**src/checkpoint_reservation_participant_top_macros.svh**
```systemverilog
// Assertion helpers shared by the RTL. Clock clk, reset rst_n (active low).
`ifndef CHECKPOINT_RESERVATION_PARTICIPANT_TOP_MACROS_SVH
`define CHECKPOINT_RESERVATION_PARTICIPANT_TOP_MACROS_SVH

// Same-cycle implication.
`define CRP_ASSERT_IMPL(label, ante, cons) \
    label: assert property (@(posedge clk) disable iff (!rst_n) (ante) |-> (cons)) \
        else $error("crp assertion failed");

// Next-cycle implication.
`define CRP_ASSERT_NEXT(label, ante, cons) \
    label: assert property (@(posedge clk) disable iff (!rst_n) (ante) |=> (cons)) \
        else $error("crp assertion failed");

`endif

```
**src/crp_pkg.sv**
```systemverilog
package crp_pkg;

    localparam int DefMaxCheckpoints = 256;

    localparam logic [2:0] CmdSetPath = 3'd0;
    localparam logic [2:0] CmdReady   = 3'd1;
    localparam logic [2:0] CmdRelease = 3'd2;
    localparam logic [2:0] CmdReached = 3'd3;
    localparam logic [2:0] CmdCancel  = 3'd4;
    localparam logic [2:0] CmdStatus  = 3'd5;
    localparam logic [2:0] CmdResend  = 3'd6;

    localparam logic [2:0] KindReservation = 3'd0;
    localparam logic [2:0] KindReady       = 3'd1;
    localparam logic [2:0] KindRelease     = 3'd2;
    localparam logic [2:0] KindReached     = 3'd3;
    localparam logic [2:0] KindCancel      = 3'd4;

    typedef struct packed {
        logic [2:0]  command;
        logic [7:0]  checkpoint;
        logic [8:0]  path_count;
        logic        moderator_has_reservation;
        logic [31:0] moderator_reservation;
        logic        moderator_has_ready;
        logic [7:0]  moderator_ready;
        logic [7:0]  moderator_reached;
    } cmd_t;

    typedef struct packed {
        logic [2:0]  kind;
        logic [31:0] reservation;
        logic [7:0]  checkpoint;
        logic [8:0]  path_count;
        logic        last;
    } msg_t;

    function automatic msg_t make_msg(logic [2:0] kind, logic [31:0] reservation,
                                      logic [7:0] checkpoint, logic [8:0] path_count);
        msg_t m;
        m.kind        = kind;
        m.reservation = reservation;
        m.checkpoint  = checkpoint;
        m.path_count  = path_count;
        m.last        = 1'b0;
        return m;
    endfunction

endpackage

```
**src/crp_if.sv**
```systemverilog
interface crp_cmd_if;
    logic        valid;
    logic        ready;
    logic [2:0]  command;
    logic [7:0]  checkpoint;
    logic [8:0]  path_count;
    logic        moderator_has_reservation;
    logic [31:0] moderator_reservation;
    logic        moderator_has_ready;
    logic [7:0]  moderator_ready;
    logic [7:0]  moderator_reached;

    modport source (
        output valid, command, checkpoint, path_count, moderator_has_reservation,
               moderator_reservation, moderator_has_ready, moderator_ready,
               moderator_reached,
        input  ready
    );
    modport sink (
        input  valid, command, checkpoint, path_count, moderator_has_reservation,
               moderator_reservation, moderator_has_ready, moderator_ready,
               moderator_reached,
        output ready
    );
endinterface

interface crp_msg_if;
    logic        valid;
    logic        ready;
    logic [2:0]  message_kind;
    logic [15:0] sender;
    logic [31:0] message_reservation;
    logic [7:0]  message_checkpoint;
    logic [8:0]  message_path_count;
    logic        last_of_run;

    modport source (
        output valid, message_kind, sender, message_reservation, message_checkpoint,
               message_path_count, last_of_run,
        input  ready
    );
    modport sink (
        input  valid, message_kind, sender, message_reservation, message_checkpoint,
               message_path_count, last_of_run,
        output ready
    );
endinterface

interface crp_cfg_if;
    logic        valid;
    logic        ready;
    logic [15:0] participant_number;

    modport source (output valid, participant_number, input ready);
    modport sink (input valid, participant_number, output ready);
endinterface

```
**src/crp_cmd.sv**
```systemverilog
`include "checkpoint_reservation_participant_top_macros.svh"

module crp_cmd #(
    parameter int MAX_CHECKPOINTS = crp_pkg::DefMaxCheckpoints
) (
    input  logic          clk,
    input  logic          rst_n,
    input  logic          fire,
    input  crp_pkg::cmd_t item,
    output logic [1:0]    n,
    output crp_pkg::msg_t msg0,
    output crp_pkg::msg_t msg1
);

    logic        hold_reg,    hold_next;
    logic [31:0] res_reg,     res_next;
    logic        rv_reg,      rv_next;
    logic [7:0]  lready_reg,  lready_next;
    logic [7:0]  lreach_reg,  lreach_next;
    logic [8:0]  spc_reg,     spc_next;

    logic [8:0]  pc_clamped;
    logic [7:0]  ready_clamp;
    logic [7:0]  ready_cp;
    logic        a_en, b_en;
    crp_pkg::msg_t a_msg, b_msg;

    always_comb
    begin
        if (item.path_count < 9'd2)
            pc_clamped = 9'd2;
        else if ({23'd0, item.path_count} > 32'(MAX_CHECKPOINTS))
            pc_clamped = 9'(MAX_CHECKPOINTS);
        else
            pc_clamped = item.path_count;
    end

    assign ready_clamp = (spc_reg >= 9'd2) ? 8'(spc_reg - 9'd2) : 8'd0;
    assign ready_cp    = (({2'd0, item.checkpoint} + 10'd1) >= {1'b0, spc_reg})
                         ? ready_clamp : item.checkpoint;

    always_comb
    begin
        hold_next   = hold_reg;
        res_next    = res_reg;
        rv_next     = rv_reg;
        lready_next = lready_reg;
        lreach_next = lreach_reg;
        spc_next    = spc_reg;
        a_en        = 1'b0;
        b_en        = 1'b0;
        a_msg       = '0;
        b_msg       = '0;
        case (item.command)
            crp_pkg::CmdSetPath:
            begin
                spc_next    = pc_clamped;
                res_next    = hold_reg ? res_reg + 32'd1 : 32'd1;
                hold_next   = 1'b1;
                rv_next     = 1'b0;
                lreach_next = 8'd0;
                a_en        = 1'b1;
                a_msg       = crp_pkg::make_msg(crp_pkg::KindReservation, res_next, 8'd0,
                                                pc_clamped);
            end
            crp_pkg::CmdReady:
            begin
                if (hold_reg && !(rv_reg && ready_cp <= lready_reg))
                begin
                    rv_next     = 1'b1;
                    lready_next = ready_cp;
                    a_en        = 1'b1;
                    a_msg       = crp_pkg::make_msg(crp_pkg::KindReady, res_reg, ready_cp,
                                                    9'd0);
                end
            end
            crp_pkg::CmdRelease:
            begin
                if (hold_reg && rv_reg && !(lready_reg < item.checkpoint))
                begin
                    if (item.checkpoint != 8'd0)
                        lready_next = item.checkpoint - 8'd1;
                    else
                        rv_next = 1'b0;
                    a_en  = 1'b1;
                    a_msg = crp_pkg::make_msg(crp_pkg::KindRelease, res_reg,
                                              item.checkpoint, 9'd0);
                end
            end
            crp_pkg::CmdReached:
            begin
                if (hold_reg && item.checkpoint > lreach_reg)
                begin
                    lreach_next = item.checkpoint;
                    a_en        = 1'b1;
                    a_msg       = crp_pkg::make_msg(crp_pkg::KindReached, res_reg,
                                                    item.checkpoint, 9'd0);
                end
            end
            crp_pkg::CmdCancel:
            begin
                if (hold_reg)
                begin
                    hold_next = 1'b0;
                    a_en      = 1'b1;
                    a_msg     = crp_pkg::make_msg(crp_pkg::KindCancel, res_reg, 8'd0, 9'd0);
                end
            end
            crp_pkg::CmdStatus:
            begin
                if (!hold_reg)
                begin
                    a_en  = item.moderator_has_reservation;
                    a_msg = crp_pkg::make_msg(crp_pkg::KindCancel,
                                              item.moderator_reservation, 8'd0, 9'd0);
                end
                else if (!item.moderator_has_reservation
                         || item.moderator_reservation != res_reg)
                begin
                    a_en  = 1'b1;
                    a_msg = crp_pkg::make_msg(crp_pkg::KindReservation, res_reg, 8'd0,
                                              spc_reg);
                    b_en  = rv_reg;
                    b_msg = crp_pkg::make_msg(crp_pkg::KindReady, res_reg, lready_reg, 9'd0);
                end
                else
                begin
                    if (item.moderator_has_ready != rv_reg
                        || (item.moderator_has_ready && item.moderator_ready != lready_reg))
                    begin
                        a_en = 1'b1;
                        if (item.moderator_has_ready && !rv_reg)
                            a_msg = crp_pkg::make_msg(crp_pkg::KindRelease, res_reg, 8'd0,
                                                      9'd0);
                        else if (item.moderator_has_ready
                                 && item.moderator_ready > lready_reg)
                            a_msg = crp_pkg::make_msg(crp_pkg::KindRelease, res_reg,
                                                      lready_reg + 8'd1, 9'd0);
                        else
                            a_msg = crp_pkg::make_msg(crp_pkg::KindReady, res_reg,
                                                      lready_reg, 9'd0);
                    end
                    b_en  = (item.moderator_reached != lreach_reg);
                    b_msg = crp_pkg::make_msg(crp_pkg::KindReached, res_reg, lreach_reg,
                                              9'd0);
                end
            end
            crp_pkg::CmdResend:
            begin
                if (hold_reg)
                begin
                    a_en  = 1'b1;
                    a_msg = crp_pkg::make_msg(crp_pkg::KindReservation, res_reg, 8'd0,
                                              spc_reg);
                end
            end
            default:
            begin
            end
        endcase
    end

    // pack the two optional messages to the front
    always_comb
    begin
        n    = {1'b0, a_en} + {1'b0, b_en};
        msg0 = a_en ? a_msg : b_msg;
        msg1 = b_msg;
        msg0.last = !(a_en && b_en);
        msg1.last = 1'b1;
    end

    always_ff @(posedge clk or negedge rst_n)
    begin
        if (!rst_n)
        begin
            hold_reg   <= 1'b0;
            res_reg    <= 32'd0;
            rv_reg     <= 1'b0;
            lready_reg <= 8'd0;
            lreach_reg <= 8'd0;
            spc_reg    <= 9'd0;
        end
        else if (fire)
        begin
            hold_reg   <= hold_next;
            res_reg    <= res_next;
            rv_reg     <= rv_next;
            lready_reg <= lready_next;
            lreach_reg <= lreach_next;
            spc_reg    <= spc_next;
        end
    end

    `CRP_ASSERT_NEXT(a_set_path_holds, fire && item.command == crp_pkg::CmdSetPath, hold_reg)
    `CRP_ASSERT_IMPL(a_pair_only_status, fire && n == 2'd2, item.command == crp_pkg::CmdStatus)
    `CRP_ASSERT_NEXT(a_res_stable_quiet, fire && n == 2'd0, $stable(res_reg))

endmodule

```
**src/checkpoint_reservation_participant_top.sv**
```systemverilog
// Checkpoint reservation participant. A command beat is registered, decoded
// against the held reservation state, and its messages are loaded into a
// two-entry result buffer that drives the msg port. The accepted beat is held
// in in_reg until it is decoded, which waits until the buffer has room, and
// the first message of a command is offered from the buffer's head slot.
// Commands that cause zero or one message are taken one per cycle while msg
// is not stalled; a status check that answers with two messages occupies the
// single msg port until both have left, so the next command is decoded only
// on the edge at which the second of those messages leaves.
// cfg carries participant_number, which is always accepted and is stamped
// into the sender field of every message.
`include "checkpoint_reservation_participant_top_macros.svh"

module checkpoint_reservation_participant_top #(
    parameter int MAX_CHECKPOINTS = crp_pkg::DefMaxCheckpoints
) (
    input  logic      clk,
    input  logic      rst_n,
    crp_cmd_if.sink   cmd,
    crp_msg_if.source msg,
    crp_cfg_if.sink   cfg
);

    logic          in_valid_reg;
    crp_pkg::cmd_t in_reg;
    logic [15:0]   participant_number_reg;
    logic [1:0]    cnt_reg;
    crp_pkg::msg_t slot0_reg, slot1_reg;

    logic          fire;
    logic          pop;
    logic [1:0]    n;
    crp_pkg::msg_t msg0, msg1;

    assign pop       = msg.valid && msg.ready;
    assign fire      = in_valid_reg && (cnt_reg == 2'd0 || (cnt_reg == 2'd1 && pop));
    assign cmd.ready = !in_valid_reg || fire;
    assign cfg.ready = 1'b1;

    crp_cmd #(
        .MAX_CHECKPOINTS (MAX_CHECKPOINTS)
    ) u_cmd (
        .clk   (clk),
        .rst_n (rst_n),
        .fire  (fire),
        .item  (in_reg),
        .n     (n),
        .msg0  (msg0),
        .msg1  (msg1)
    );

    always_ff @(posedge clk or negedge rst_n)
    begin
        if (!rst_n)
        begin
            in_valid_reg           <= 1'b0;
            cnt_reg                <= 2'd0;
            participant_number_reg <= 16'd0;
        end
        else
        begin
            if (cmd.ready)
                in_valid_reg <= cmd.valid;
            if (fire)
                cnt_reg <= n;
            else if (pop)
                cnt_reg <= cnt_reg - 2'd1;
            if (cfg.valid)
                participant_number_reg <= cfg.participant_number;
        end
    end

    always_ff @(posedge clk)
    begin
        if (cmd.valid && cmd.ready)
        begin
            in_reg.command                   <= cmd.command;
            in_reg.checkpoint                <= cmd.checkpoint;
            in_reg.path_count                <= cmd.path_count;
            in_reg.moderator_has_reservation <= cmd.moderator_has_reservation;
            in_reg.moderator_reservation     <= cmd.moderator_reservation;
            in_reg.moderator_has_ready       <= cmd.moderator_has_ready;
            in_reg.moderator_ready           <= cmd.moderator_ready;
            in_reg.moderator_reached         <= cmd.moderator_reached;
        end
        if (fire)
        begin
            slot0_reg <= msg0;
            slot1_reg <= msg1;
        end
        else if (pop)
            slot0_reg <= slot1_reg;
    end

    assign msg.valid               = (cnt_reg != 2'd0);
    assign msg.message_kind        = slot0_reg.kind;
    assign msg.sender              = participant_number_reg;
    assign msg.message_reservation = slot0_reg.reservation;
    assign msg.message_checkpoint  = slot0_reg.checkpoint;
    assign msg.message_path_count  = slot0_reg.path_count;
    assign msg.last_of_run         = slot0_reg.last;

    `CRP_ASSERT_IMPL(a_fire_room, fire, cnt_reg == 2'd0 || pop)
    `CRP_ASSERT_IMPL(a_pair_buffered, msg.valid && !slot0_reg.last, cnt_reg == 2'd2)
    `CRP_ASSERT_NEXT(a_cmd_kept, in_valid_reg && !fire, in_valid_reg)

endmodule
```
**src/flat_wrapper.sv**
```systemverilog
// flat-port wrapper written by rule: the top's interface ports become plain ports
module checkpoint_reservation_participant_top_flat 
#(
    parameter int MAX_CHECKPOINTS = crp_pkg::DefMaxCheckpoints
)
  (clk, rst_n, cmd_valid, cmd_command, cmd_checkpoint, cmd_path_count, cmd_moderator_has_reservation, cmd_moderator_reservation, cmd_moderator_has_ready, cmd_moderator_ready, cmd_moderator_reached, cmd_ready, msg_valid, msg_message_kind, msg_sender, msg_message_reservation, msg_message_checkpoint, msg_message_path_count, msg_last_of_run, msg_ready, cfg_valid, cfg_participant_number, cfg_ready);
  crp_cmd_if cmd_i ();
  crp_msg_if msg_i ();
  crp_cfg_if cfg_i ();
  input  logic clk;
  input  logic rst_n;
  input wire logic [$bits(cmd_i.valid)-1:0] cmd_valid;
  input wire logic [$bits(cmd_i.command)-1:0] cmd_command;
  input wire logic [$bits(cmd_i.checkpoint)-1:0] cmd_checkpoint;
  input wire logic [$bits(cmd_i.path_count)-1:0] cmd_path_count;
  input wire logic [$bits(cmd_i.moderator_has_reservation)-1:0] cmd_moderator_has_reservation;
  input wire logic [$bits(cmd_i.moderator_reservation)-1:0] cmd_moderator_reservation;
  input wire logic [$bits(cmd_i.moderator_has_ready)-1:0] cmd_moderator_has_ready;
  input wire logic [$bits(cmd_i.moderator_ready)-1:0] cmd_moderator_ready;
  input wire logic [$bits(cmd_i.moderator_reached)-1:0] cmd_moderator_reached;
  output wire logic [$bits(cmd_i.ready)-1:0] cmd_ready;
  output wire logic [$bits(msg_i.valid)-1:0] msg_valid;
  output wire logic [$bits(msg_i.message_kind)-1:0] msg_message_kind;
  output wire logic [$bits(msg_i.sender)-1:0] msg_sender;
  output wire logic [$bits(msg_i.message_reservation)-1:0] msg_message_reservation;
  output wire logic [$bits(msg_i.message_checkpoint)-1:0] msg_message_checkpoint;
  output wire logic [$bits(msg_i.message_path_count)-1:0] msg_message_path_count;
  output wire logic [$bits(msg_i.last_of_run)-1:0] msg_last_of_run;
  input wire logic [$bits(msg_i.ready)-1:0] msg_ready;
  input wire logic [$bits(cfg_i.valid)-1:0] cfg_valid;
  input wire logic [$bits(cfg_i.participant_number)-1:0] cfg_participant_number;
  output wire logic [$bits(cfg_i.ready)-1:0] cfg_ready;
  assign cmd_i.valid = cmd_valid;
  assign cmd_i.command = cmd_command;
  assign cmd_i.checkpoint = cmd_checkpoint;
  assign cmd_i.path_count = cmd_path_count;
  assign cmd_i.moderator_has_reservation = cmd_moderator_has_reservation;
  assign cmd_i.moderator_reservation = cmd_moderator_reservation;
  assign cmd_i.moderator_has_ready = cmd_moderator_has_ready;
  assign cmd_i.moderator_ready = cmd_moderator_ready;
  assign cmd_i.moderator_reached = cmd_moderator_reached;
  assign cmd_ready = cmd_i.ready;
  assign msg_valid = msg_i.valid;
  assign msg_message_kind = msg_i.message_kind;
  assign msg_sender = msg_i.sender;
  assign msg_message_reservation = msg_i.message_reservation;
  assign msg_message_checkpoint = msg_i.message_checkpoint;
  assign msg_message_path_count = msg_i.message_path_count;
  assign msg_last_of_run = msg_i.last_of_run;
  assign msg_i.ready = msg_ready;
  assign cfg_i.valid = cfg_valid;
  assign cfg_i.participant_number = cfg_participant_number;
  assign cfg_ready = cfg_i.ready;
  checkpoint_reservation_participant_top #(.MAX_CHECKPOINTS(MAX_CHECKPOINTS)) u_core (.clk(clk), .rst_n(rst_n), .cmd(cmd_i), .msg(msg_i), .cfg(cfg_i));
endmodule
```
**config.mk**
```make
export PLATFORM = sky130hd
export DESIGN_NAME = checkpoint_reservation_participant_top_flat
export DESIGN_NICKNAME = d
export VERILOG_FILES = /design/src/crp_pkg.sv /design/src/crp_if.sv /design/src/crp_cmd.sv /design/src/checkpoint_reservation_participant_top.sv /design/src/flat_wrapper.sv
export VERILOG_INCLUDE_DIRS = /design/src /design/src/src
export SDC_FILE = /design/constraint.sdc
export NUM_CORES = 1
export LEC_CHECK = 0
export BUFFER_PORTS_ARGS = -buffer_cell sky130_fd_sc_hd__buf_2
export CELL_PAD_IN_SITES_DETAIL_PLACEMENT = 0
export CELL_PAD_IN_SITES_GLOBAL_PLACEMENT = 1
export CORE_UTILIZATION = 46
export DETAILED_ROUTE_END_ITERATION = 16
export GPL_TIMING_DRIVEN = 0
export PLACE_DENSITY = 0.88
export SKIP_CTS_REPAIR_TIMING = 1
export SYNTH_ARGS = -nofsm -noshare
export SYNTH_HDL_FRONTEND = slang
export SYNTH_SLANG_ARGS = --single-unit
```
**constraint.sdc**
```tcl
create_clock -name clk -period 5.9 [get_ports clk]
set_input_delay 0.59 -clock clk [delete_from_list [all_inputs] [get_ports clk]]
set_output_delay 0.59 -clock clk [all_outputs]
set_load 0.03 [all_outputs]
```
==> flow_summary.yaml <==
run_status:
  outcome: "complete, no violations"
layout:
  fin_nets: 1611
  stdcell_area_mm2: 0.0156
  syn_to_final_growth_pct: 18.1
  layout_common_cells: "168 x buf_2, 165 x edfxtp_1, 127 x nand2_1"
  finish.utilization_pct: 55.7
  drive_gt1_share_pct: 18.7
  final_cells: 1870
  largest_register_ff_count: 70
  antenna_cells: 0
  final_common_cell: "buf_2"
power:
  total_power_uw: 7870
  p_leak_uw: 0.00629
  powerDensity_mw_per_mm2: 503
  ir_drop_v: 0.000330
critical_path:
  critPathLaunchType: "register"
  crit_path_start: "u_core.in_reg[62]"
  ff2ff_path_depth: 21
  cp.required_ps: 6150
  critPathArrivalTime_ps: 5960
  r2r_slack_ps: 190
  r2r_start: "u_core.in_reg[62]"
  slowest_delay_ps: 590
  critical_path.endpoint_type: "register"
  worstReg2RegEnd: "u_core.msg.message_reservation[5]"
  crit_path_top_delay_cell: "edfxtp_1"
  cp_max_fo: 10
  crit_chain: "clkinvlp_4, nor4_4, nand4_1, xnor2_1, ha_1, nand4_1, o21bai_2, a211oi_4, nor3_1, a21o_1, ha_1, a21oi_1, nor2_1, a2111o_1, o21a_1, nor4_2, buf_4, nand2_4, buf_2, o22ai_1, a31oi_2"
  path_class: "register to register"
timing:
  setup_violations: 0
  rsz0062_at_grt: "false"
  fin_crit_sh_pct: 96.8
  worstMarginPinSlew_ps: 1270
  drv_slew: 0
  hold_violations: 0
  period_needed_ps: 5710
  fin_worst_skew_ps: 18.8
  maxSlewHeadroom_pct: 15.0
  clock.fmax_ghz: 0.175
synthesis:
  async_flop_share_pct: 32.1
  syn_area_per_cell_um2: 10.4
  ys.flop_type: "edfxtp_1"
  synth.cell_area_mm2: 0.0132
  yosysWarnings: 0
  synthDistinctLibCells: 69
  synth_edf_count: 165
  synth_cells: 1275
  synth_fp_nets: 1416
  ys_seq_area_share_pct: 52.1
  synth-seq-cells: 243
floorplanning:
  die-area_mm2: 0.0295
  die_h_um: 172
  rows: 61
  die_w_um: 172
  core_mm2: 0.0281
  ioPinCount: 163
  start_util_pct: 47.2
clock_network:
  cts_sinks: 243
  h-tree-depth: 1
  tritoncts: "done"
  path_clk_slew_ps: 60
  clockBufferDepth: 3
  ctsRootBufferMaster: "clkbuf_16"
  insertion_delay_ps: 560
  cts_buffers: 28
place:
  port_buffers: 160
  gp_congestion: 0.994
  placed_cell_area_mm2: 0.0146
  post-place-cells: 1816
  hpwl_mm: 29.3
global_route:
  grt_antenna_before_repair: 0
  grt_start_max_net_pins: 71
  grt_pass1_vias: 10600
  grt_usage_pct: 28.1
  grt_pass1_wl_mm: 61.7
  grt_overflow: 0
run:
  maxCapViolations: 0
routing:
  first_pass_iters: 6
  wl_mm: 41.2
  drc_errors: 0
  vias: 11000
  drtIter0Drc: 952
  avgRoutedWirePerCell_um: 22.0
  ant_nets: 0
  via_per_inst: 5.86
hold_path:
  worstHoldPathType: "input pin to async pin"
metrics by stage:
step	worst slack [ps]	hold slack (ps)	TNS, ps
floorplan	796	294	0
global placement	-702	486	-14000
detailed placement	-727	491	-18220
CTS	-755	33.1	-19790
global route	27.1	52.9	0
finish	187	32.4	0
area by class of cell:
type / count / area (µm²)
Clock inverter: 12 / 138
Multi-Input combinational cell: 893 / 5810
Inverter: 48 / 184
Sequential cell: 243 / 6910
Clock buffer: 40 / 817
Tap cell: 378 / 473
Timing Repair Buffer: 165 / 886
Fill cell: 2585 / 12400
Buffer: 91 / 429
cell usage after synthesis, types with 9 or more instances:
| master | count | share of area (%) |
|---|---|---|
| a22o_1 | 16 | 1.1 |
| nor4_1 | 15 | 0.71 |
| nor2_1 | 104 | 2.9 |
| and3_1 | 11 | 0.52 |
| nand2_1 | 129 | 3.7 |
| clkbuf_1 | 70 | 2.0 |
| nand4_1 | 17 | 0.80 |
| dfrtp_1 | 78 | 15 |
| and2_1 | 37 | 1.7 |
| o21ai_1 | 16 | 0.60 |
| nor3_1 | 24 | 0.91 |
| o2bb2ai_1 | 11 | 0.73 |
| inv_1 | 45 | 1.3 |
| o31ai_1 | 21 | 1.2 |
| edfxtp_1 | 165 | 37 |
| o21ai_0 | 100 | 3.8 |
| ha_1 | 50 | 4.7 |
| a21oi_1 | 49 | 1.9 |
| mux2_2 | 22 | 1.9 |
| nand3_1 | 29 | 1.1 |
| buf_2 | 9 | 0.34 |
| xor2_1 | 37 | 2.4 |
| mux2i_1 | 16 | 1.2 |
| a21o_1 | 13 | 0.74 |
| a211oi_1 | 20 | 1.1 |
| a31oi_1 | 19 | 0.90 |
| xnor2_1 | 36 | 2.4 |
| nand2b_1 | 9 | 0.43 |
metal layers:
metal,vias to the layer above,part of all wire [%],global-route usage (%),wire length (µm)
met4,0,4.3,12.2,1770
met5,-,0,0,0
met2,527,46,44.6,18700
met3,112,8.3,5.71,3440
met1,5261,42,37.2,17200
li1,5055,-,-,-
worst max-delay path by stage:
stage	endpoint	slack [ps]	cells past startpoint
after floorplan	u_core.msg.message_reservation[30]	800	23
after global placement	u_core.msg.message_reservation[30]	-700	23
after detailed placement	u_core.msg.message_reservation[27]	-730	22
after CTS	u_core.msg.message_reservation[27]	-750	22
after global routing	u_core.msg.message_reservation[5]	30	22
final	u_core.msg.message_reservation[5]	190	21
worst max-delay path, delay by kind of cell, from the launching register on:
kind	cells	cell delay, ps
XOR/XNOR	1	160
AND/OR/NAND/NOR	7	1530
buffers and inverters	3	900
flip-flops	1	590
adder cells (fa/ha/maj)	2	600
AO/OA/AOI/OAI	8	1610
power by group:
group / internal [µW] / switching [µW]
Combinational: 1040 / 2230
Sequential: 2500 / 298
Clock: 1090 / 714
logic make-up (layout without fill, tap and decap cells):
family	count (synthesis)	count (layout)	synth area share, %
DFF	243	243	52.1
other	1	1	0.0283
buffers and inverters	139	356	4.51
adders and majority gates	50	50	4.72
AOI/OAI and AO/OA	327	327	16.1
muxes	38	38	3.08
xor gates and xnor gates	73	73	4.83
and+or+nand+nor	404	404	14.6
Power figures use the tool's default switching activity.
